File: src/hw/rtl/assert_macros.svh
// Assertion macros for the Bernstein basis RTL (used by abb_seq).
// Checks compile to nothing when SYNTHESIS is defined.
`ifndef ASSERT_MACROS_SVH
`define ASSERT_MACROS_SVH
`ifndef SYNTHESIS
`define ABB_ASSERT(label, clk, rstn, prop) \
    label: assert property (@(posedge clk) disable iff (!rstn) prop) \
        else $error("assertion failed");
`define ABB_NEVER(label, clk, rstn, cond) \
    label: assert property (@(posedge clk) disable iff (!rstn) !(cond)) \
        else $error("forbidden condition seen");
`else
`define ABB_ASSERT(label, clk, rstn, prop)
`define ABB_NEVER(label, clk, rstn, cond)
`endif
`endif

File: src/hw/rtl/abb_pkg.sv
`timescale 1ns / 1ps
// Types and constants for the Bernstein basis generator.
// No dependencies; used by abb_cell, abb_seq and all_bernstein_basis.
package abb_pkg;

    localparam int VAL_W     = 16;
    localparam int FRAC_BITS = 15;
    localparam int IDX_W     = 4;
    localparam int PROD_W    = 2 * VAL_W;
    localparam int ADDR_W    = 3;
    localparam int DATA_W    = 32;

    localparam logic [VAL_W-1:0]  ONE_FX  = VAL_W'(1 << FRAC_BITS);
    localparam logic [PROD_W-1:0] HALF_FX = PROD_W'(1 << (FRAC_BITS - 1));

    // register word select: paddr[ADDR_W-1:2]
    localparam logic [ADDR_W-3:0] REG_DEGREE = '0;
    localparam logic [IDX_W-1:0]  DEGREE_RESET = IDX_W'(3);

    typedef struct packed {
        logic load;   // seed the row with 1.0, 0, 0, ...
        logic step;   // one round of the recurrence
        logic shift;  // move the row one cell toward cell 0
    } cell_ctl_t;

    typedef enum logic [1:0] {
        ST_IDLE,
        ST_CALC,
        ST_EMIT
    } state_t;

endpackage

File: src/hw/rtl/abb_cell.sv
`timescale 1ns / 1ps
// One cell of the basis row: holds one entry and updates it each round.
// Depends on abb_pkg.
module abb_cell (
    input  logic                        clk,
    input  abb_pkg::cell_ctl_t          ctl,
    input  logic [abb_pkg::VAL_W-1:0]   seed,
    input  logic [abb_pkg::VAL_W-1:0]   u_val,
    input  logic [abb_pkg::VAL_W-1:0]   u1_val,
    input  logic [abb_pkg::VAL_W-1:0]   left_val,
    input  logic [abb_pkg::VAL_W-1:0]   right_val,
    output logic [abb_pkg::VAL_W-1:0]   val
);

    logic [abb_pkg::VAL_W-1:0]  val_reg;
    logic [abb_pkg::VAL_W-1:0]  val_next;
    logic [abb_pkg::PROD_W-1:0] keep_prod;
    logic [abb_pkg::PROD_W-1:0] take_prod;
    logic [abb_pkg::PROD_W-1:0] keep_rnd;
    logic [abb_pkg::PROD_W-1:0] take_rnd;
    logic [abb_pkg::VAL_W:0]    sum;
    logic [abb_pkg::VAL_W-1:0]  sat;

    assign keep_prod = abb_pkg::PROD_W'(u1_val) * abb_pkg::PROD_W'(val_reg);
    assign take_prod = abb_pkg::PROD_W'(u_val) * abb_pkg::PROD_W'(left_val);
    assign keep_rnd  = keep_prod + abb_pkg::HALF_FX;
    assign take_rnd  = take_prod + abb_pkg::HALF_FX;

    assign sum = {1'b0, keep_rnd[abb_pkg::FRAC_BITS +: abb_pkg::VAL_W]}
               + {1'b0, take_rnd[abb_pkg::FRAC_BITS +: abb_pkg::VAL_W]};

    // clip rounding overshoot at 1.0
    assign sat = (sum > {1'b0, abb_pkg::ONE_FX}) ? abb_pkg::ONE_FX
                                                 : sum[abb_pkg::VAL_W-1:0];

    always_comb
    begin
        priority if (ctl.load)
        begin
            val_next = seed;
        end
        else if (ctl.step)
        begin
            val_next = sat;
        end
        else if (ctl.shift)
        begin
            val_next = right_val;
        end
        else
        begin
            val_next = val_reg;
        end
    end

    always_ff @(posedge clk)
    begin
        val_reg <= val_next;
    end

    assign val = val_reg;

endmodule

File: config.mk
export PLATFORM = sky130hd
export DESIGN_NAME = abb_cell
export DESIGN_NICKNAME = d
export VERILOG_FILES = /design/src/hw/rtl/assert_macros.svh /design/src/hw/rtl/abb_pkg.sv /design/src/hw/rtl/abb_cell.sv
export SDC_FILE = /design/constraint.sdc
export NUM_CORES = 1
export LEC_CHECK = 0
export BUFFER_PORTS_ARGS = -buffer_cell sky130_fd_sc_hd__buf_2
export CELL_PAD_IN_SITES_DETAIL_PLACEMENT = 1
export CELL_PAD_IN_SITES_GLOBAL_PLACEMENT = 2
export CORE_MARGIN = 5
export CORE_UTILIZATION = 41
export DETAILED_ROUTE_END_ITERATION = 10
export PLACE_DENSITY = 0.88
export SETUP_SLACK_MARGIN = 0.2
export SLEW_MARGIN = 5
export SYNTH_ARGS = -nofsm -noshare
export SYNTH_HDL_FRONTEND = slang
export SYNTH_SLANG_ARGS = --single-unit
export TNS_END_PERCENT = 20
File: constraint.sdc
create_clock -name clk -period 14.45 [get_ports clk]
set_input_delay 3.6125 -clock clk [delete_from_list [all_inputs] [get_ports clk]]
set_output_delay 3.6125 -clock clk [all_outputs]
set_load 0.05 [all_outputs]
Word-level counts from Yosys, hierarchy flattened:

Cells that the tools add are included.

* eq/ne operators: 0
* order comparisons: 1
* shift-type cells: 0
* muxes and demuxes: 4
* $add $sub $neg: 3
* $mul: 2
* bitwise logic cells: 0
* div/mod/pow operators: 0
* reductions and logical operators: 1

Operator list (number)
* two-way mux 16 bit: 4
* adder 31 x 15 -> 31 bit, second input constant: 2
* multiplier 16 x 16 -> 31 bit: 2
* adder 16 x 16 -> 17 bit: 1
* greater-than comparator 17 x 16 -> 1 bit, second input constant: 1
* nonzero test 3 bit: 1

* bits in writable memories: 0
* bits in latches: 0
* output and inout bits: 16
* memories: 0
* memory bits (read-only): 0
* word-level logic and storage cells: 12
* flip-flop bits (word level): 16

Longest topological paths before layout:

* word-level depth: 7
* depth in mapped cells: 35
* depth with buffers taken out: 32

Worst setup path before layout:

No wires, ideal clock.

* path kind: input -> register
* from: input left_val[1] (netlist bit)
* to: register val_reg, in the netlist val[15] (data pin)
* cell stages on the path: 29
* data required time: 14.189 ns
* library setup time: 0.261 ns
* arrival: 10.873 ns
* path slack: 3.316 ns
* path buffers: 3
* cell sequence: clkbuf_1 > nand2_1 > fa_1 > fa_1 > inv_1 > fa_1 > fa_1 > fa_1 > inv_1 > fa_1 > inv_1 > ha_1 > and2_1 > or4_1 > o22ai_1 > o21ai_1 > a21oi_1 > xnor2_1 > ha_1 > and3_4 > a221oi_2 > o21bai_1 > a41o_2 > a41oi_2 > mux2i_1 > or4_1 > buf_2 > buf_6 > o311a_1

* cells in the longest elaborated chain, start to end: 7

RTL lines
* start, declared: line abb_cell.sv:10 `input logic [abb_pkg::VAL_W-1:0] left_val,`
* multiplier 16 x 16 -> 31 bit *: line abb_cell.sv:25 `assign take_prod = abb_pkg::PROD_W'(u_val) * abb_pkg::PROD_W'(left_val);`
* adder 31 x 15 -> 31 bit *: line abb_cell.sv:27 `assign take_rnd = take_prod + abb_pkg::HALF_FX;`
* adder 16 x 16 -> 17 bit *: line abb_cell.sv:30 `+ {1'b0, take_rnd[abb_pkg::FRAC_BITS +: abb_pkg::VAL_W]};`
* greater-than comparator 17 x 16 -> 1 bit: line abb_cell.sv:33 `assign sat = (sum > {1'b0, abb_pkg::ONE_FX}) ? abb_pkg::ONE_FX`
* two-way mux 16 bit *: line abb_cell.sv:33
* two-way mux 16 bit *: line abb_cell.sv:42 `else if (ctl.step)`
* two-way mux 16 bit *: line abb_cell.sv:38 `priority if (ctl.load)`
* via val_next (one bit): line abb_cell.sv:16 `logic [abb_pkg::VAL_W-1:0] val_next;`
* end signal, assigned: line abb_cell.sv:58 `val_reg <= val_next;`
* end, declared: line abb_cell.sv:15 `logic [abb_pkg::VAL_W-1:0] val_reg;`

The timed path passes the listed nets; every way through them passes the cells marked *.
A chain may end at the register's enable or synchronous reset.

Final worst setup path:

* from: input u_val[10] (netlist bit)
* to: register val_reg, in the netlist val[15] (data pin)

* cells in the longest elaborated chain, start to end: 7

RTL lines
* start, declared: line abb_cell.sv:8 `input logic [abb_pkg::VAL_W-1:0] u_val,`
* multiplier 16 x 16 -> 31 bit *: line abb_cell.sv:25
* adder 31 x 15 -> 31 bit *: line abb_cell.sv:27
* adder 16 x 16 -> 17 bit *: line abb_cell.sv:30
* greater-than comparator 17 x 16 -> 1 bit: line abb_cell.sv:33
* two-way mux 16 bit *: line abb_cell.sv:33
* two-way mux 16 bit *: line abb_cell.sv:42
* two-way mux 16 bit *: line abb_cell.sv:38
* via val_next (one bit): line abb_cell.sv:16

Marked as above.

==> flow_summary.ini <==
[floorplan]
core_sq_mm = 0.0420
initial_utilization_pct = 41.6
dieWidth_microns = 216
total_i_o_pin_count = 100
core.rowCount = 75
die_area_sq_mm = 0.0468
floorplan.die.height_microns = 216

[setup_path]
criticalPathCategory = primary input to register
path_common_cell = sky130_fd_sc_hd__fa_1
path_delay_family = adder cells
crit_path_top_delay_cell = sky130_fd_sc_hd__or4_1
critPathRequiredTime_ps = 14440
cp_max_fo = 16
max_stage_delay_ps = 870
cp_launch_type = primary input
arrival_ps = 11880
timing.critical_path.to_type = register
rrSetupSlack_ps = 5310
timing.critical_path.buf_inv = 4

[final_layout]
flow.area_growth_from_synthesis_pct = 5.61
non_filler_instance_count_after_layout = 2533
drive_gt1_share_pct = 5.97
n_fill_cell = 4976
largest_register_ffs = 16
postLayoutCoreUtil_pct = 43.9
final_net_count = 2696
diodes = 0

[synthesis]
synth_top_family_by_area = adder cells
ys_top_cells_by_area = sky130_fd_sc_hd__fa_1 44%, sky130_fd_sc_hd__ha_1 16%, sky130_fd_sc_hd__inv_1 10%
synth.ff_latch_count = 16
share_of_synthesized_cell_area_in_and_or_nand_and_nor_gates_pct = 17.1
synthXorXnorAreaFrac_pct = 2.51
number_of_enable_type_register_cells_in_the_synthesized_netlist = 16
synth_sequential_area_ratio_pct = 2.75
synth_adder_area_share_pct = 60.8
synth_largest_type_area_fraction_pct = 44.3
net_count_after_synthesis = 2661
syn_inst = 1960
synth-async-reset-ratio_pct = 0
synth_cell_type_count = 52
synth_area_per_cell_sq_um = 8.91
synthesis.yosys.warnings = 0
synth.mux.area_fraction_pct = 0.0573
synth-main-ff-cell = sky130_fd_sc_hd__edfxtp_1
synth_compound_gate_area_share_pct = 5.06
synth.cells.most_frequent = 476 x sky130_fd_sc_hd__inv_1, 387 x sky130_fd_sc_hd__fa_1, 286 x sky130_fd_sc_hd__nand2_1
post-synth-top-count-cell = sky130_fd_sc_hd__inv_1
synth.largest_area_cell = sky130_fd_sc_hd__fa_1
synth.cell_area_sq_mm = 0.0175

[timing]
final_hold_viol_count = 0
finalCriticalPeriod_ps = 11880
highest_achievable_clock_rate_ghz = 0.0842
timing.final.setup_violations = 0
timing.setup.tns_ps = 0
tightestPinTransition_ps = 1230
timing.hold.ws_ps = 2070
timing.clock.skew_ps = 5.55
grt_setup_unrepaired = no
slew_headroom_pct = 17.7
layout_worst_path_cycle_share_pct = 82.2
report.final.slew_viol_count = 0

[grt]
grt_start_max_net_pins = 22
grt_antenna_before_repair = 0
globalRouteOverflowTotal = 0
vias_in_the_first_global_route = 15500
grt.met2_usage_pct = 39.8
global_route.peak_usage_layer = met2
overall_routing_resource_usage_pct = 21.3
met3_demand_to_capacity_share_in_global_routing_pct = 1.51
globalRouteMet1Util_pct = 26.8
grt_pass1_wl_mm = 80.0

[placed_design]
placed_insts = 2529
io_buffers = 99
place.detailed.hpwl_mm = 39.2
gp_congestion = 0.839

[clock_network]
clock_tree.buffer_depth = 2
clk_root_buffer_cell = sky130_fd_sc_hd__clkbuf_16
post-cts-setup-buffers = 0
tritoncts_num_sinks = 16
cts_resized = 0
cts_tree = done
cts-buffers-inserted = 3
clk-insertion-delay-late_ps = 250
clkSlewWorstSetupHoldPaths_ps = 50
cts_hold_repair.buffers = 0
htreeDepth = 1

[run]
maxCapViolCount = 0

[route]
detailedRoute.firstIterationViolations = 411
route.detailed.drc = 0
drt_first_pass_iters = 5
wl_mm = 47.8
via_count = 13000
routed_wire_length_per_instance_microns = 18.9
drt-vias-per-instance = 5.14
ant_nets = 0

[run_status]
run_status = completed

[min_path]
hold_path_class = register to register
worst paths after layout:
path / from / to / depth (start not counted)
setup / recovery: u_val[10] / val[15] / 30
hold / removal: val[0] / val[0] / 10
setup reg to reg: val[7] / val[15] / 29
hold reg to reg: val[0] / val[0] / 10
cell usage in the layout, fill, tap and decap left out, types with 22 or more instances in the layout:
master	count
sky130_fd_sc_hd__buf_2	99
sky130_fd_sc_hd__nand2_1	286
sky130_fd_sc_hd__inv_1	476
sky130_fd_sc_hd__a21oi_1	37
sky130_fd_sc_hd__nor2_1	22
sky130_fd_sc_hd__ha_1	230
sky130_fd_sc_hd__xnor2_1	34
sky130_fd_sc_hd__and2_1	241
sky130_fd_sc_hd__fa_1	387
kinds of logic after synthesis:
| kind of cell | count (synthesis) |
|---|---|
| mux | 1 |
| buf+inv | 545 |
| flops | 16 |
| compound gates | 132 |
| xor+xnor | 50 |
| fa+ha+maj | 617 |
| simple gates | 599 |
routing by layer:
layer  vias up  part of all wire, %
met5         -                    0
met4         0                  2.8
met3        72                  3.0
met2       231                   53
met1      6812                   41
li1       5894                    -
final cells by class:
type | instances | area [sq um] | area share, %
sequential | 16 | 480 | 2.60
inverter | 476 | 1790 | 9.68
tap | 539 | 674 | 3.65
timing repair buffer | 99 | 495 | 2.68
clock buffer | 3 | 75.1 | 0.407
multi-input combinational | 1399 | 14900 | 80.9
clock inverter | 1 | 3.75 | 0.0203
metrics by stage:
step	instance area (sq um)	setup slack, ps
finish	18500	2570
CTS	18500	2550
global route	18500	2110
floorplan	17500	3320
detailed placement	18400	2310
global placement	18400	2550
worst reg2reg max path, delay by kind of cell (launching register included):
| family | cells | cell delay [ps] |
|---|---|---|
| xor gates and xnor gates | 1 | 150 |
| buffers and inverters | 3 | 150 |
| and+or+nand+nor | 5 | 1510 |
| AOI/OAI and AO/OA | 11 | 2250 |
| DFF | 1 | 1040 |
| muxes | 1 | 100 |
| adders and majority gates | 8 | 3690 |
Power is left out: the tool's default activity adds up to more than one toggle a clock period on the data nets, which glitch-free logic cannot reach.
