[config.mk]
export PLATFORM = sky130hd
export DESIGN_NAME = abb_seq
export DESIGN_NICKNAME = d
export VERILOG_FILES = /design/src/hw/rtl/abb_pkg.sv /design/src/hw/rtl/abb_seq.sv
export VERILOG_INCLUDE_DIRS = /design/src /design/src/hw/rtl
export SDC_FILE = /design/constraint.sdc
export NUM_CORES = 1
export LEC_CHECK = 0
export ABC_AREA = 1
export ABC_CLOCK_PERIOD_IN_PS = 2600
export BUFFER_PORTS_ARGS = -buffer_cell sky130_fd_sc_hd__buf_4
export CAP_MARGIN = 0
export CORE_MARGIN = 2
export CORE_UTILIZATION = 49
export CTS_CLUSTER_DIAMETER = 50
export DETAILED_ROUTE_END_ITERATION = 16
export GPL_ROUTABILITY_DRIVEN = 0
export PLACE_DENSITY_LB_ADDON = 0.1
export SLEW_MARGIN = 30
export SYNTH_ARGS = -nofsm -noshare
export SYNTH_HDL_FRONTEND = slang
export SYNTH_SLANG_ARGS = --single-unit
[constraint.sdc]
create_clock -name clk -period 2.6 [get_ports clk]
set_clock_uncertainty 0.15 [all_clocks]
set_input_delay 0.13 -clock clk [delete_from_list [all_inputs] [get_ports clk]]
set_output_delay 0.13 -clock clk [all_outputs]
set_load 0.005 [all_outputs]
[src/hw/rtl/assert_macros.svh]
// Assertion macros for the Bernstein basis RTL (used by abb_seq).
// Checks compile to nothing when SYNTHESIS is defined.
`ifndef ASSERT_MACROS_SVH
`define ASSERT_MACROS_SVH
`ifndef SYNTHESIS
`define ABB_ASSERT(label, clk, rstn, prop) \
    label: assert property (@(posedge clk) disable iff (!rstn) prop) \
        else $error("assertion failed");
`define ABB_NEVER(label, clk, rstn, cond) \
    label: assert property (@(posedge clk) disable iff (!rstn) !(cond)) \
        else $error("forbidden condition seen");
`else
`define ABB_ASSERT(label, clk, rstn, prop)
`define ABB_NEVER(label, clk, rstn, cond)
`endif
`endif

[src/hw/rtl/abb_pkg.sv]
`timescale 1ns / 1ps
// Types and constants for the Bernstein basis generator.
// No dependencies; used by abb_cell, abb_seq and all_bernstein_basis.
package abb_pkg;

    localparam int VAL_W     = 16;
    localparam int FRAC_BITS = 15;
    localparam int IDX_W     = 4;
    localparam int PROD_W    = 2 * VAL_W;
    localparam int ADDR_W    = 3;
    localparam int DATA_W    = 32;

    localparam logic [VAL_W-1:0]  ONE_FX  = VAL_W'(1 << FRAC_BITS);
    localparam logic [PROD_W-1:0] HALF_FX = PROD_W'(1 << (FRAC_BITS - 1));

    // register word select: paddr[ADDR_W-1:2]
    localparam logic [ADDR_W-3:0] REG_DEGREE = '0;
    localparam logic [IDX_W-1:0]  DEGREE_RESET = IDX_W'(3);

    typedef struct packed {
        logic load;   // seed the row with 1.0, 0, 0, ...
        logic step;   // one round of the recurrence
        logic shift;  // move the row one cell toward cell 0
    } cell_ctl_t;

    typedef enum logic [1:0] {
        ST_IDLE,
        ST_CALC,
        ST_EMIT
    } state_t;

endpackage

[src/hw/rtl/abb_seq.sv]
`timescale 1ns / 1ps
// Sequencer: accepts requests, runs the rounds over the cell row and
// drains the row into the output register. Depends on abb_pkg.
`include "assert_macros.svh"
module abb_seq #(
    parameter int MAX_DEGREE = 15
) (
    input  logic                        clk,
    input  logic                        rst_n,
    input  logic [abb_pkg::IDX_W-1:0]   degree,
    input  logic                        in_valid,
    output logic                        in_stall,
    input  logic [abb_pkg::VAL_W-1:0]   u,
    output abb_pkg::cell_ctl_t          ctl,
    output logic [abb_pkg::VAL_W-1:0]   u_val,
    output logic [abb_pkg::VAL_W-1:0]   u1_val,
    input  logic [abb_pkg::VAL_W-1:0]   head_val,
    output logic                        out_valid,
    input  logic                        out_stall,
    output logic [abb_pkg::IDX_W-1:0]   index,
    output logic [abb_pkg::VAL_W-1:0]   value,
    output logic                        last
);

    abb_pkg::state_t state_reg, state_next;

    logic [abb_pkg::IDX_W-1:0] n_reg;
    logic [abb_pkg::IDX_W-1:0] cnt_reg;
    logic [abb_pkg::IDX_W-1:0] n_calc;
    logic [abb_pkg::VAL_W-1:0] u_reg;
    logic [abb_pkg::VAL_W-1:0] u1_reg;
    logic [abb_pkg::VAL_W-1:0] u_clip;
    logic                      out_valid_reg;
    logic [abb_pkg::IDX_W-1:0] out_index_reg;
    logic [abb_pkg::VAL_W-1:0] out_value_reg;
    logic                      out_last_reg;
    logic                      accept;
    logic                      emit_fire;

    assign u_clip = (u > abb_pkg::ONE_FX) ? abb_pkg::ONE_FX : u;
    assign n_calc = (32'(degree) > MAX_DEGREE) ? abb_pkg::IDX_W'(MAX_DEGREE) : degree;

    // next state
    always_comb
    begin
        state_next = state_reg;
        unique case (state_reg)
            abb_pkg::ST_IDLE:
            begin
                if (in_valid)
                begin
                    state_next = (n_calc == '0) ? abb_pkg::ST_EMIT : abb_pkg::ST_CALC;
                end
            end
            abb_pkg::ST_CALC:
            begin
                if (cnt_reg == n_reg)
                begin
                    state_next = abb_pkg::ST_EMIT;
                end
            end
            abb_pkg::ST_EMIT:
            begin
                if (emit_fire && (cnt_reg == n_reg))
                begin
                    state_next = abb_pkg::ST_IDLE;
                end
            end
            default:
            begin
                state_next = abb_pkg::ST_IDLE;
            end
        endcase
    end

    // outputs of the state machine
    always_comb
    begin
        in_stall  = (state_reg != abb_pkg::ST_IDLE);
        accept    = (state_reg == abb_pkg::ST_IDLE) && in_valid;
        emit_fire = (state_reg == abb_pkg::ST_EMIT) && (!out_valid_reg || !out_stall);
        ctl.load  = accept;
        ctl.step  = (state_reg == abb_pkg::ST_CALC);
        ctl.shift = emit_fire;
    end

    always_ff @(posedge clk or negedge rst_n)
    begin
        if (!rst_n)
        begin
            state_reg     <= abb_pkg::ST_IDLE;
            cnt_reg       <= '0;
            n_reg         <= '0;
            out_valid_reg <= 1'b0;
        end
        else
        begin
            state_reg <= state_next;
            if (accept)
            begin
                n_reg   <= n_calc;
                cnt_reg <= (n_calc == '0) ? '0 : abb_pkg::IDX_W'(1);
            end
            else if (ctl.step)
            begin
                cnt_reg <= (cnt_reg == n_reg) ? '0 : cnt_reg + 1'b1;
            end
            else if (emit_fire)
            begin
                cnt_reg <= cnt_reg + 1'b1;
            end

            if (emit_fire)
            begin
                out_valid_reg <= 1'b1;
            end
            else if (!out_stall)
            begin
                out_valid_reg <= 1'b0;
            end
        end
    end

    always_ff @(posedge clk)
    begin
        if (accept)
        begin
            u_reg  <= u_clip;
            u1_reg <= abb_pkg::ONE_FX - u_clip;
        end
        // take the head of the row while the rest shifts down
        if (emit_fire)
        begin
            out_index_reg <= cnt_reg;
            out_value_reg <= head_val;
            out_last_reg  <= (cnt_reg == n_reg);
        end
    end

    assign u_val     = u_reg;
    assign u1_val    = u1_reg;
    assign out_valid = out_valid_reg;
    assign index     = out_index_reg;
    assign value     = out_value_reg;
    assign last      = out_last_reg;

    `ABB_ASSERT(a_ctl_exclusive, clk, rst_n, $onehot0({ctl.load, ctl.step, ctl.shift}))
    `ABB_ASSERT(a_calc_count, clk, rst_n, (state_reg == abb_pkg::ST_CALC) |-> ((cnt_reg != '0) && (cnt_reg <= n_reg)))
    `ABB_ASSERT(a_last_to_idle, clk, rst_n, (emit_fire && (cnt_reg == n_reg)) |=> (state_reg == abb_pkg::ST_IDLE) && out_last_reg)
    `ABB_NEVER(a_emit_past_end, clk, rst_n, (state_reg == abb_pkg::ST_EMIT) && (cnt_reg > n_reg))

endmodule

After elaboration in Yosys (flattened, before gate mapping)
Cells that the tools add are included.
{ "classes": {"magnitude_cmp": 1, "mux": 13, "reduce_logical": 11, "n_addsub": 2, "eq_ne": 7} }
{ "ops": {"columns": ["cell", "n"], "rows": [
  ["greater-than comparator 16 bit (second input constant)", 1],
  ["two-way mux 16 bit", 1],
  ["two-way mux 4 bit", 4],
  ["subtractor 16 bit (first input constant)", 1],
  ["two-way mux 2 bit", 4],
  ["case mux 2 bit (3 select lines)", 1],
  ["adder 4 x 1 -> 4 bit (second input constant)", 1],
  ["== test 4 bit", 1],
  ["logical NOT 4 bit", 1],
  ["!= test 2 x 1 -> 1 bit (second input constant)", 2],
  ["!= test 2 bit (second input constant)", 2],
  ["logical AND 1 bit", 3],
  ["two-way mux 1 bit", 3],
  ["AND reduction 3 bit", 1],
  ["nonzero test 3 bit", 1],
  ["== test 2 x 1 -> 1 bit (second input constant)", 1],
  ["== test 2 bit (second input constant)", 1],
  ["logical NOT 1 bit", 2],
  ["logical NOT 2 bit", 1],
  ["nonzero test 2 bit", 1],
  ["logical OR 1 bit", 1]
]} }
{ "totals": {"elab_cells": 43, "ff_bits": 64} }

Logic depth before layout (Yosys ltp)
Gate-level depths: netlist (run 1).
{ "logic_depth": {"ltp_word": 6, "mapped_depth": 16} }

Worst setup path after synthesis (run 1)
OpenSTA, ideal clock, no wires.
{ "synth_path": {"kind": "input port to flip-flop", "start": "input port u[15] (netlist name)", "end": "register u1_reg, in the netlist u1_val[10], data pin", "t_required_ps": 2194, "slack_ps": 655, "arrival_ps": 1539, "stages": 15, "setup_ps": 256, "path_cell_list": "inv_1 > nor2_1 > nand2_1 > nor2_1 > nand2_1 > nand2_2 > buf_4 > nand2_1 > ha_1 > inv_1 > nor2_1 > a21boi_2 > nand2_2 > o21ai_1 > nand2_1"} }
{ "synth_between": {"elab_chain_cells": 3} }
{ "synth_lines": {"columns": ["element", "line_no", "rtl"], "rows": [
  ["start: declaration", "abb_seq.sv:13", "input logic [abb_pkg::VAL_W-1:0] u,"],
  ["greater-than comparator 16 bit", "abb_seq.sv:40", "assign u_clip = (u > abb_pkg::ONE_FX) ? abb_pkg::ONE_FX : u;"],
  ["two-way mux 16 bit", "abb_seq.sv:40", null],
  ["subtractor 16 bit", "abb_seq.sv:129", "u1_reg <= abb_pkg::ONE_FX - u_clip;"],
  ["end signal: assignment", "abb_seq.sv:129", null],
  ["end: declaration", "abb_seq.sv:31", "logic [abb_pkg::VAL_W-1:0] u1_reg;"]
]} }
Every way passes these cells.
A chain may end at the register's enable or synchronous reset.

Worst setup path after layout (run 1)
Ends and elaborated chain as after synthesis.

==> results of run 1 <==
worst paths after layout:
path	start	to	cells after the start
max in group asynchronous	rst_n	n_reg[2]$_DFFE_PN0P_	2
hold / removal	rst_n	n_reg[0]$_DFFE_PN0P_	2
setup reg to reg	cnt_reg[0]$_DFFE_PN0P_	cnt_reg[0]$_DFFE_PN0P_	6
min in group clk	u[8]	u_val[8]$_DFFE_PP_	3
setup / recovery	u[15]	u1_val[10]$_DFFE_PP_	16
hold reg to reg	n_reg[2]$_DFFE_PN0P_	n_reg[2]$_DFFE_PN0P_	2
where the power goes:
| group | internal (mW) | switching [mW] |
|---|---|---|
| clock network | 0.461 | 0.347 |
| logic | 0.493 | 0.511 |
| registers | 1.46 | 0.129 |
| total | 2.41 | 0.986 |
critical path, stage by stage:
cell and delay, ns:
dlygate4sd3_1 0.54, buf_4 0.15, inv_1 0.08, nor2_1 0.04
nand2_1 0.05, nor2_1 0.04, nand2_1 0.07, nand2_2 0.06
nand2_1 0.09, ha_1 0.18, inv_1 0.04, nor2_1 0.22
a21boi_2 0.27, nand2_2 0.10, o21ai_1 0.15, nand2_1 0.06
cell type report:
class                   instances  share of cell area, %
inverters                      31                   2.91
flip-flops and latches         63                   46.0
well taps                      72                   2.25
repair buffers                130                   26.3
clock inverters                 5                   1.22
clock buffers                  11                   3.54
multi-input cells             140                   17.8
layout by cell type (no fill, tap or decap), drive strengths merged:
| cell type | instances |
|---|---|
| bufinv | 1 |
| nand2 | 62 |
| clkinv | 4 |
| nand3 | 7 |
| a21oi | 5 |
| o41ai | 4 |
| dfrtp | 11 |
| nor2 | 24 |
| and2 | 1 |
| nand4 | 3 |
| inv | 31 |
| o31ai | 3 |
| buf | 100 |
| a31oi | 1 |
| nor4 | 1 |
| or2 | 2 |
| clkbuf | 11 |
| nor3 | 1 |
| xor2 | 9 |
| o21ai | 10 |
| a21boi | 1 |
| o22ai | 2 |
| o21bai | 2 |
| edfxtp | 52 |
| ha | 2 |
| dlygate4sd3 | 30 |
per-stage QoR:
stage / power, mW / cell area [sq um]
after floorplan: 2.06 / 2710
after global placement: 2.55 / 3500
after detailed placement: 2.58 / 3500
after CTS: 3.42 / 4000
after global routing: 3.60 / 4000
final: 3.40 / 4000
kinds of logic after synthesis:
logic type	share of synthesized area [%]
xor+xnor	2.91
simple gates	15.8
fa+ha+maj	0.924
buf+inv	5.96
compound gates	6.56
flops	67.8
metal layers:
layer / GRT usage [%] / share of wire, % / wire length (um) / vias to the layer above
met4: 7.89 / 1.0 / 60 / 0
met2: 36.6 / 51 / 3070 / 75
met5: 0 / 0 / 0 / -
met1: 24.9 / 43 / 2590 / 981
met3: 5.06 / 5.0 / 303 / 8
li1: - / - / - / 1075
repair_timing:
action | 4_1_cts | 5_1_grt
endpoints found under the hold margin | 41 | 0
hold buffers | 30 | 0
buffers inserted | 0 | 0
==> results.toml, run 1 <==
[finish]
area_growth_pct = 47.5
fillers = 394
seq_area_sq_um = 1840
multi_input_area_sq_um = 711
drive_gt1_share_pct = 32.4
utilization_pct = 73.9
antennaDiodeCount = 0
final_cells = 452
fin_nets = 417

[yosys]
synth_most_common_cell = "nand2_1"
yosys_warnings = 0
synth_area_sq_um = 2710
yosysTopAreaCell = "edfxtp_1"
synth_cell_types = 28
synthTopCellsByArea = "edfxtp_1, dfrtp_1, nand2_1"
synth_top_cell_area_share_pct = 57.6
synth_common_cells = "nand2_1, edfxtp_1, inv_1, nor2_1, dfrtp_1"
yosysSeqAreaShare_pct = 67.8
syn-instance-count = 240
synth_seq_cells = 63
ys.flop_type = "edfxtp_1"
synthArstFlopShare_pct = 17.5
syn_nets = 282
synth_edf_count = 52
syn_avg_cell_area_sq_um = 11.3

[clocking]
insertion_delay_ns = 0.33
post_cts_resized = 0
clk_pin_slew_worst_paths_ns = 0.07
cts-htree-levels = 3
cts_made_buffers = 9
clk_path_buf_depth = 2
cts_tree = "yes"
cts.sinks = 63
cts-root-buf = "clkbuf_8"

[worst_setup_path]
critPathCaptureType = "register"
cp_max_fo = 4
critPathLaunchType = "input port"
critical_path_class = "input port to register"
arrival_ns = 2.28
worst-r2r-setup-slack_ns = 0.88
required_ns = 2.53

[floorplan]
die_h_um = 78.4
floorplan.initialDensity_pct = 50.1
io_pins = 98
num_rows = 27
core_sq_um = 5410
fp.dieW_um = 78.4
die_area_sq_um = 6140

[routing]
drtIter0Drc = 107
vias = 2139
wl_per_cell_um = 13.3
drt_first_pass_iters = 4
viasPerCell = 4.73
final_antenna_net_count = 0
drc_errors = 0
wirelength_um = 6020

[grt]
grt_pass1_wl_um = 9720
antenna_found_initial = 0
grt_max_degree = 37
grtUsageTotal_pct = 20.9
grt_pass1_vias = 2063
overflow = 0

[worst_hold_path]
hp-class = "input port to asynchronous set/reset pin"

[power]
powerDensity_nw_per_um2 = 850
vdd_drop_max_mv = 0.470
leakage_nw = 1.85

[timing]
relSlewSlack_pct = 55.4
finalCritPeriodShare_pct = 90.4
hold_violations = 0
fmax_mhz = 425
setup_tns_ns = 0
rsz0062_at_grt = "false"
worst_pin_slew_ns = 0.660
hold-worst-slack_ns = 0.0188
final-setup-viol-count = 0
maxSlewViolCount = 0
worst_slack_ns = 0.248
fin_crit_ns = 2.35

[placement]
dpl.cell_count = 406
portBuffers = 97
dp_slack_ns = 0.486
dp_hpwl_um = 4100

[run_status]
status = "finished clean"

[job]
cap_violations = 0
No activity file was read; power rests on OpenSTA's default activity.
==> run 2, diff against run 1 <==
==> constraint.sdc (replaced) <==
create_clock -name clk -period 2.6 [get_ports clk]
set_clock_uncertainty 0.15 [all_clocks]
set_input_delay 0.13 -clock clk [delete_from_list [all_inputs] [get_ports clk]]
set_output_delay 0.13 -clock clk [all_outputs]
set_load 0.05 [all_outputs]
==> results.toml, run 2 (same netlist as run 1, synthesis figures left out) <==
[run_status]
status = "finished clean"

[clocking]
cts_setup_buffers = 0
cts_made_buffers = 9
cts_tree = "yes"
cts-root-buf = "clkbuf_8"
post_cts_resized = 0
cts.sinks = 63
clk_pin_slew_worst_paths_ns = 0.07
insertion_delay_ns = 0.33
cts-htree-levels = 3
clk_path_buf_depth = 2

[finish]
final_cells = 453
fin_nets = 418
area_growth_pct = 46.9
multi_input_area_sq_um = 711
fillers = 404
seq_area_sq_um = 1840
antennaDiodeCount = 0
layout_commonest_cell = "buf_4"
layout_common_cells = "buf_4, nand2_1, edfxtp_1"
drive_gt1_share_pct = 32.5
fin_area_sq_um = 3980
utilization_pct = 73.6

[worst_setup_path]
critPathCaptureType = "register"
required_ns = 2.54
r2r_cells = 6
critical_path_class = "input port to register"
reg2reg_from = "cnt_reg[0]$_DFFE_PN0P_"
crit_start = "u[15]"
cp_max_fo = 4
critPathLaunchType = "input port"
arrival_ns = 2.28
worstReg2RegEnd = "cnt_reg[1]$_DFFE_PN0P_"
endpoint = "u1_val[10]$_DFFE_PP_"
worst-r2r-setup-slack_ns = 0.88

[routing]
drc_errors = 0
final_antenna_net_count = 0
viasPerCell = 4.81
wl_per_cell_um = 13.2
wirelength_um = 5980
drt_first_pass_iters = 4
vias = 2177
drtIter0Drc = 178

[power]
totalPowerFinal_mw = 4.11
comb_power_share_pct = 43.9
cell_internal_pwr_mw = 2.34
vdd_drop_max_mv = 0.625
powerDensity_nw_per_um2 = 1030
netSwitchingPower_mw = 1.76
p_seq_share_pct = 38.5
switching_share_pct = 42.9
clockPowerShare_pct = 17.6
leakage_nw = 1.84

[placement]
dp_hpwl_um = 4010
placed_cell_area_sq_um = 3510
dp_slack_ns = 0.497
dpl.cell_count = 407
portBuffers = 97

[floorplan]
num_rows = 27
floorplan.initialDensity_pct = 50.1
fp.dieW_um = 78.4
die_h_um = 78.4
core_sq_um = 5410
die_area_sq_um = 6140
io_pins = 98

[worst_hold_path]
hp-class = "input port to register"

[timing]
fin_crit_ns = 2.34
worst_pin_slew_ns = 0.692
rsz0062_at_grt = "false"
final-setup-viol-count = 0
hold-worst-slack_ns = 0.0109
fmax_mhz = 427
finalCritPeriodShare_pct = 90.1
maxSlewViolCount = 0
hold_violations = 0
setup_tns_ns = 0
worst_slack_ns = 0.257
relSlewSlack_pct = 53.3

[grt]
grt_max_degree = 27
overflow = 0
antenna_found_initial = 0
grt_pass1_vias = 2124
grt_pass1_wl_um = 9720
grtUsageTotal_pct = 20.8

[job]
cap_violations = 0
[run 2: layout make-up]
type | instances | area share (%)
sequential | 63 | 46.1
timing repair buffer | 131 | 26.6
multi-input combinational | 140 | 17.9
clock buffer | 12 | 3.65
inverter | 31 | 2.92
tap | 72 | 2.26
clock inverter | 4 | 0.566
[run 2: worst min-delay path by stage]
stage,slack (ns),start,cells after the start,endpoint
2_1_floorplan,-0.32,rst_n,0,cnt_reg[0]$_DFFE_PN0P_
3_3_place_gp,-0.18,rst_n,1,out_valid$_DFFE_PN0P_
3_5_place_dp,-0.18,rst_n,1,out_valid$_DFFE_PN0P_
4_1_cts,0.0003,rst_n,2,n_reg[1]$_DFFE_PN0P_
5_1_grt,0.01,u[4],3,u_val[4]$_DFFE_PP_
6_report,0.01,u[4],3,u_val[4]$_DFFE_PP_
[run 2: power groups by stage]
stage               clock [mW]  sequential (mW)  combinational [mW]
global route             0.784             1.61                1.92
floorplan                    0             2.28               0.567
detailed placement           0             1.60                1.77
global placement             0             1.59                1.75
finish                   0.723             1.58                1.80
CTS                      0.736             1.58                1.81
[run 2: critical path, cell delays in order]
cell	delay (ns)
dlygate4sd3_1	0.54
buf_4	0.15
inv_1	0.08
nor2_1	0.05
nand2_1	0.05
nor2_1	0.04
nand2_1	0.07
nand2_2	0.06
nand2_1	0.08
ha_1	0.17
inv_1	0.04
nor2_1	0.22
a21boi_2	0.28
nand2_2	0.10
o21ai_1	0.15
nand2_1	0.05
[run 2: layer usage]
layer	up-vias	track usage (%)	wire length (um)	share of wire, %
met2	90	34.5	2980	50
met4	0	10.5	109	1.8
li1	1083	-	-	-
met3	13	4.02	377	6.3
met5	-	0	0	0
met1	991	26.3	2520	42
[run 2: what timing repair did]
action	CTS	global route
hold buffers	30	0
endpoints found under the setup margin	0	0
hold endpoints to repair	41	0
==> run 3, diff against run 2 <==
- ABC_AREA: 1 -> not set
==> results.toml, run 3 <==
[run_status]
status = "finished clean"

[finish]
drive_gt1_share_pct = 39.7
fin_nets = 362
layout_commonest_cell = "buf_4"
fin_area_sq_um = 3940
layout_common_cells = "buf_4, edfxtp_1, dlygate4sd3_1"
antennaDiodeCount = 0
fillers = 335
area_growth_pct = 48.0

[timing]
worst_pin_slew_ns = 0.489
fmax_mhz = 499
hold_violations = 0
finalCritPeriodShare_pct = 77.0
maxSlewViolCount = 0
final-setup-viol-count = 0
rsz0062_at_grt = "false"
setup_tns_ns = 0
fin_crit_ns = 2.00
relSlewSlack_pct = 67.4

[yosys]
synth_area_sq_um = 2660
yosysTopAreaCell = "edfxtp_1"
syn_nets = 231
ys.flop_type = "edfxtp_1"
yosysSeqAreaShare_pct = 69.1
syn-instance-count = 189
synth_common_cells = "edfxtp_1, nor2b_1, nor2_1, dfrtp_1, xnor2_1"
synth_cell_types = 40
synth_top_cell_area_share_pct = 58.7
synth_seq_cells = 63
synthTopCellsByArea = "edfxtp_1, dfrtp_1, nor2b_1"
synthArstFlopShare_pct = 17.5
synth_most_common_cell = "edfxtp_1"
syn_avg_cell_area_sq_um = 14.1
yosys_warnings = 0
synth_edf_count = 52

[grt]
overflow = 0
grt_pass1_wl_um = 9250
grt_pass1_vias = 1964
grtUsageTotal_pct = 20.4
grt_max_degree = 40
antenna_found_initial = 0

[routing]
final_antenna_net_count = 0
wirelength_um = 5890
wl_per_cell_um = 14.9
drtIter0Drc = 137
drc_errors = 0
vias = 2022
viasPerCell = 5.12
drt_first_pass_iters = 4

[clocking]
cts_made_buffers = 9
cts.sinks = 63
cts-root-buf = "clkbuf_8"
clk_path_buf_depth = 2
clk_pin_slew_worst_paths_ns = 0.07
insertion_delay_ns = 0.32
cts_tree = "yes"
cts-htree-levels = 3

[worst_setup_path]
cp_max_fo = 39
critical_path_class = "register to output pin"
critPathCaptureType = "output pin"
critPathLaunchType = "register"
arrival_ns = 1.72
worst-r2r-setup-slack_ns = 0.85
required_ns = 2.32

[power]
leakage_nw = 1.59
totalPowerFinal_mw = 4.11
vdd_drop_max_mv = 0.751
powerDensity_nw_per_um2 = 1040

[placement]
placed_cell_area_sq_um = 3480
portBuffers = 97
dp_hpwl_um = 3940

[floorplan]
fp.dieW_um = 77.7
core_sq_um = 5170
floorplan.initialDensity_pct = 51.4
io_pins = 98
die_area_sq_um = 6030
num_rows = 26
die_h_um = 77.7

[worst_hold_path]
hp-class = "input port to register"

[job]
cap_violations = 0
-- run 3: worst paths after layout --
path | from | end | depth (start not counted)
max | state_reg[1]$_DFFE_PN0P_ | ctl[2] | 3
min | u[6] | u_val[6]$_DFFE_PP_ | 2
max reg2reg | state_reg[1]$_DFFE_PN0P_ | n_reg[3]$_DFFE_PN0P_ | 3
min reg2reg | n_reg[2]$_DFFE_PN0P_ | n_reg[2]$_DFFE_PN0P_ | 1
max in group asynchronous | rst_n | out_valid$_DFFE_PN0P_ | 2
min in group asynchronous | rst_n | n_reg[2]$_DFFE_PN0P_ | 2
-- run 3: timing repair --
item | 4_1_cts | 5_1_grt
hold buffers | 26 | 0
setup buffers | 0 | 0
hold endpoints to repair | 37 | 0
gates resized for setup | 0 | 0
-- run 3: worst max-delay path: stages, from the launching register on --
cell and delay, ns:
dfrtp_1 0.45, nor3b_4 0.20, buf_4 0.44, buf_4 0.29
-- run 3: per-stage QoR --
stage	cells	setup slack, ns	utilization, %	hold WS, ns
CTS	395	0.580	76.1	0.000221
global route	395	0.463	76.1	0.0176
floorplan	189	0.180	-	-0.316
detailed placement	353	0.653	67.2	-0.175
finish	395	0.597	76.1	0.0116
global placement	353	0.623	67.2	-0.177
-- run 3: metal layers --
metal | vias to the layer above | wire length (um) | global-route usage [%]
li1 | 970 | - | -
met1 | 969 | 2410 | 24.0
met2 | 77 | 3080 | 35.9
met3 | 6 | 324 | 5.93
met4 | 0 | 67 | 6.43
met5 | - | 0 | 0
-- run 3: cell type report --
type	count	area, sq um	area share [%]
Multi-Input combinational cell	113	771	19.6
Sequential cell	63	1840	46.7
Inverter	6	22.5	0.572
Tap cell	70	87.6	2.23
Clock inverter	5	57.6	1.46
Clock buffer	11	141	3.59
Timing Repair Buffer	127	1020	25.9
-- run 3: where the power goes --
group | total (mW) | switching [mW] | internal (mW) | leakage [nW]
registers | 1.59 | 0.152 | 1.44 | 0.624
clock network | 0.829 | 0.362 | 0.467 | 0.0916
logic | 1.68 | 1.16 | 0.529 | 0.878
-- run 3: logic make-up after synthesis --
group | Yosys count | share of synthesized area, %
buf+inv | 13 | 2.26
flops | 63 | 69.1
fa+ha+maj | 2 | 0.941
simple gates | 69 | 15.5
xor+xnor | 11 | 3.62
mux | 4 | 1.69
compound gates | 27 | 6.92
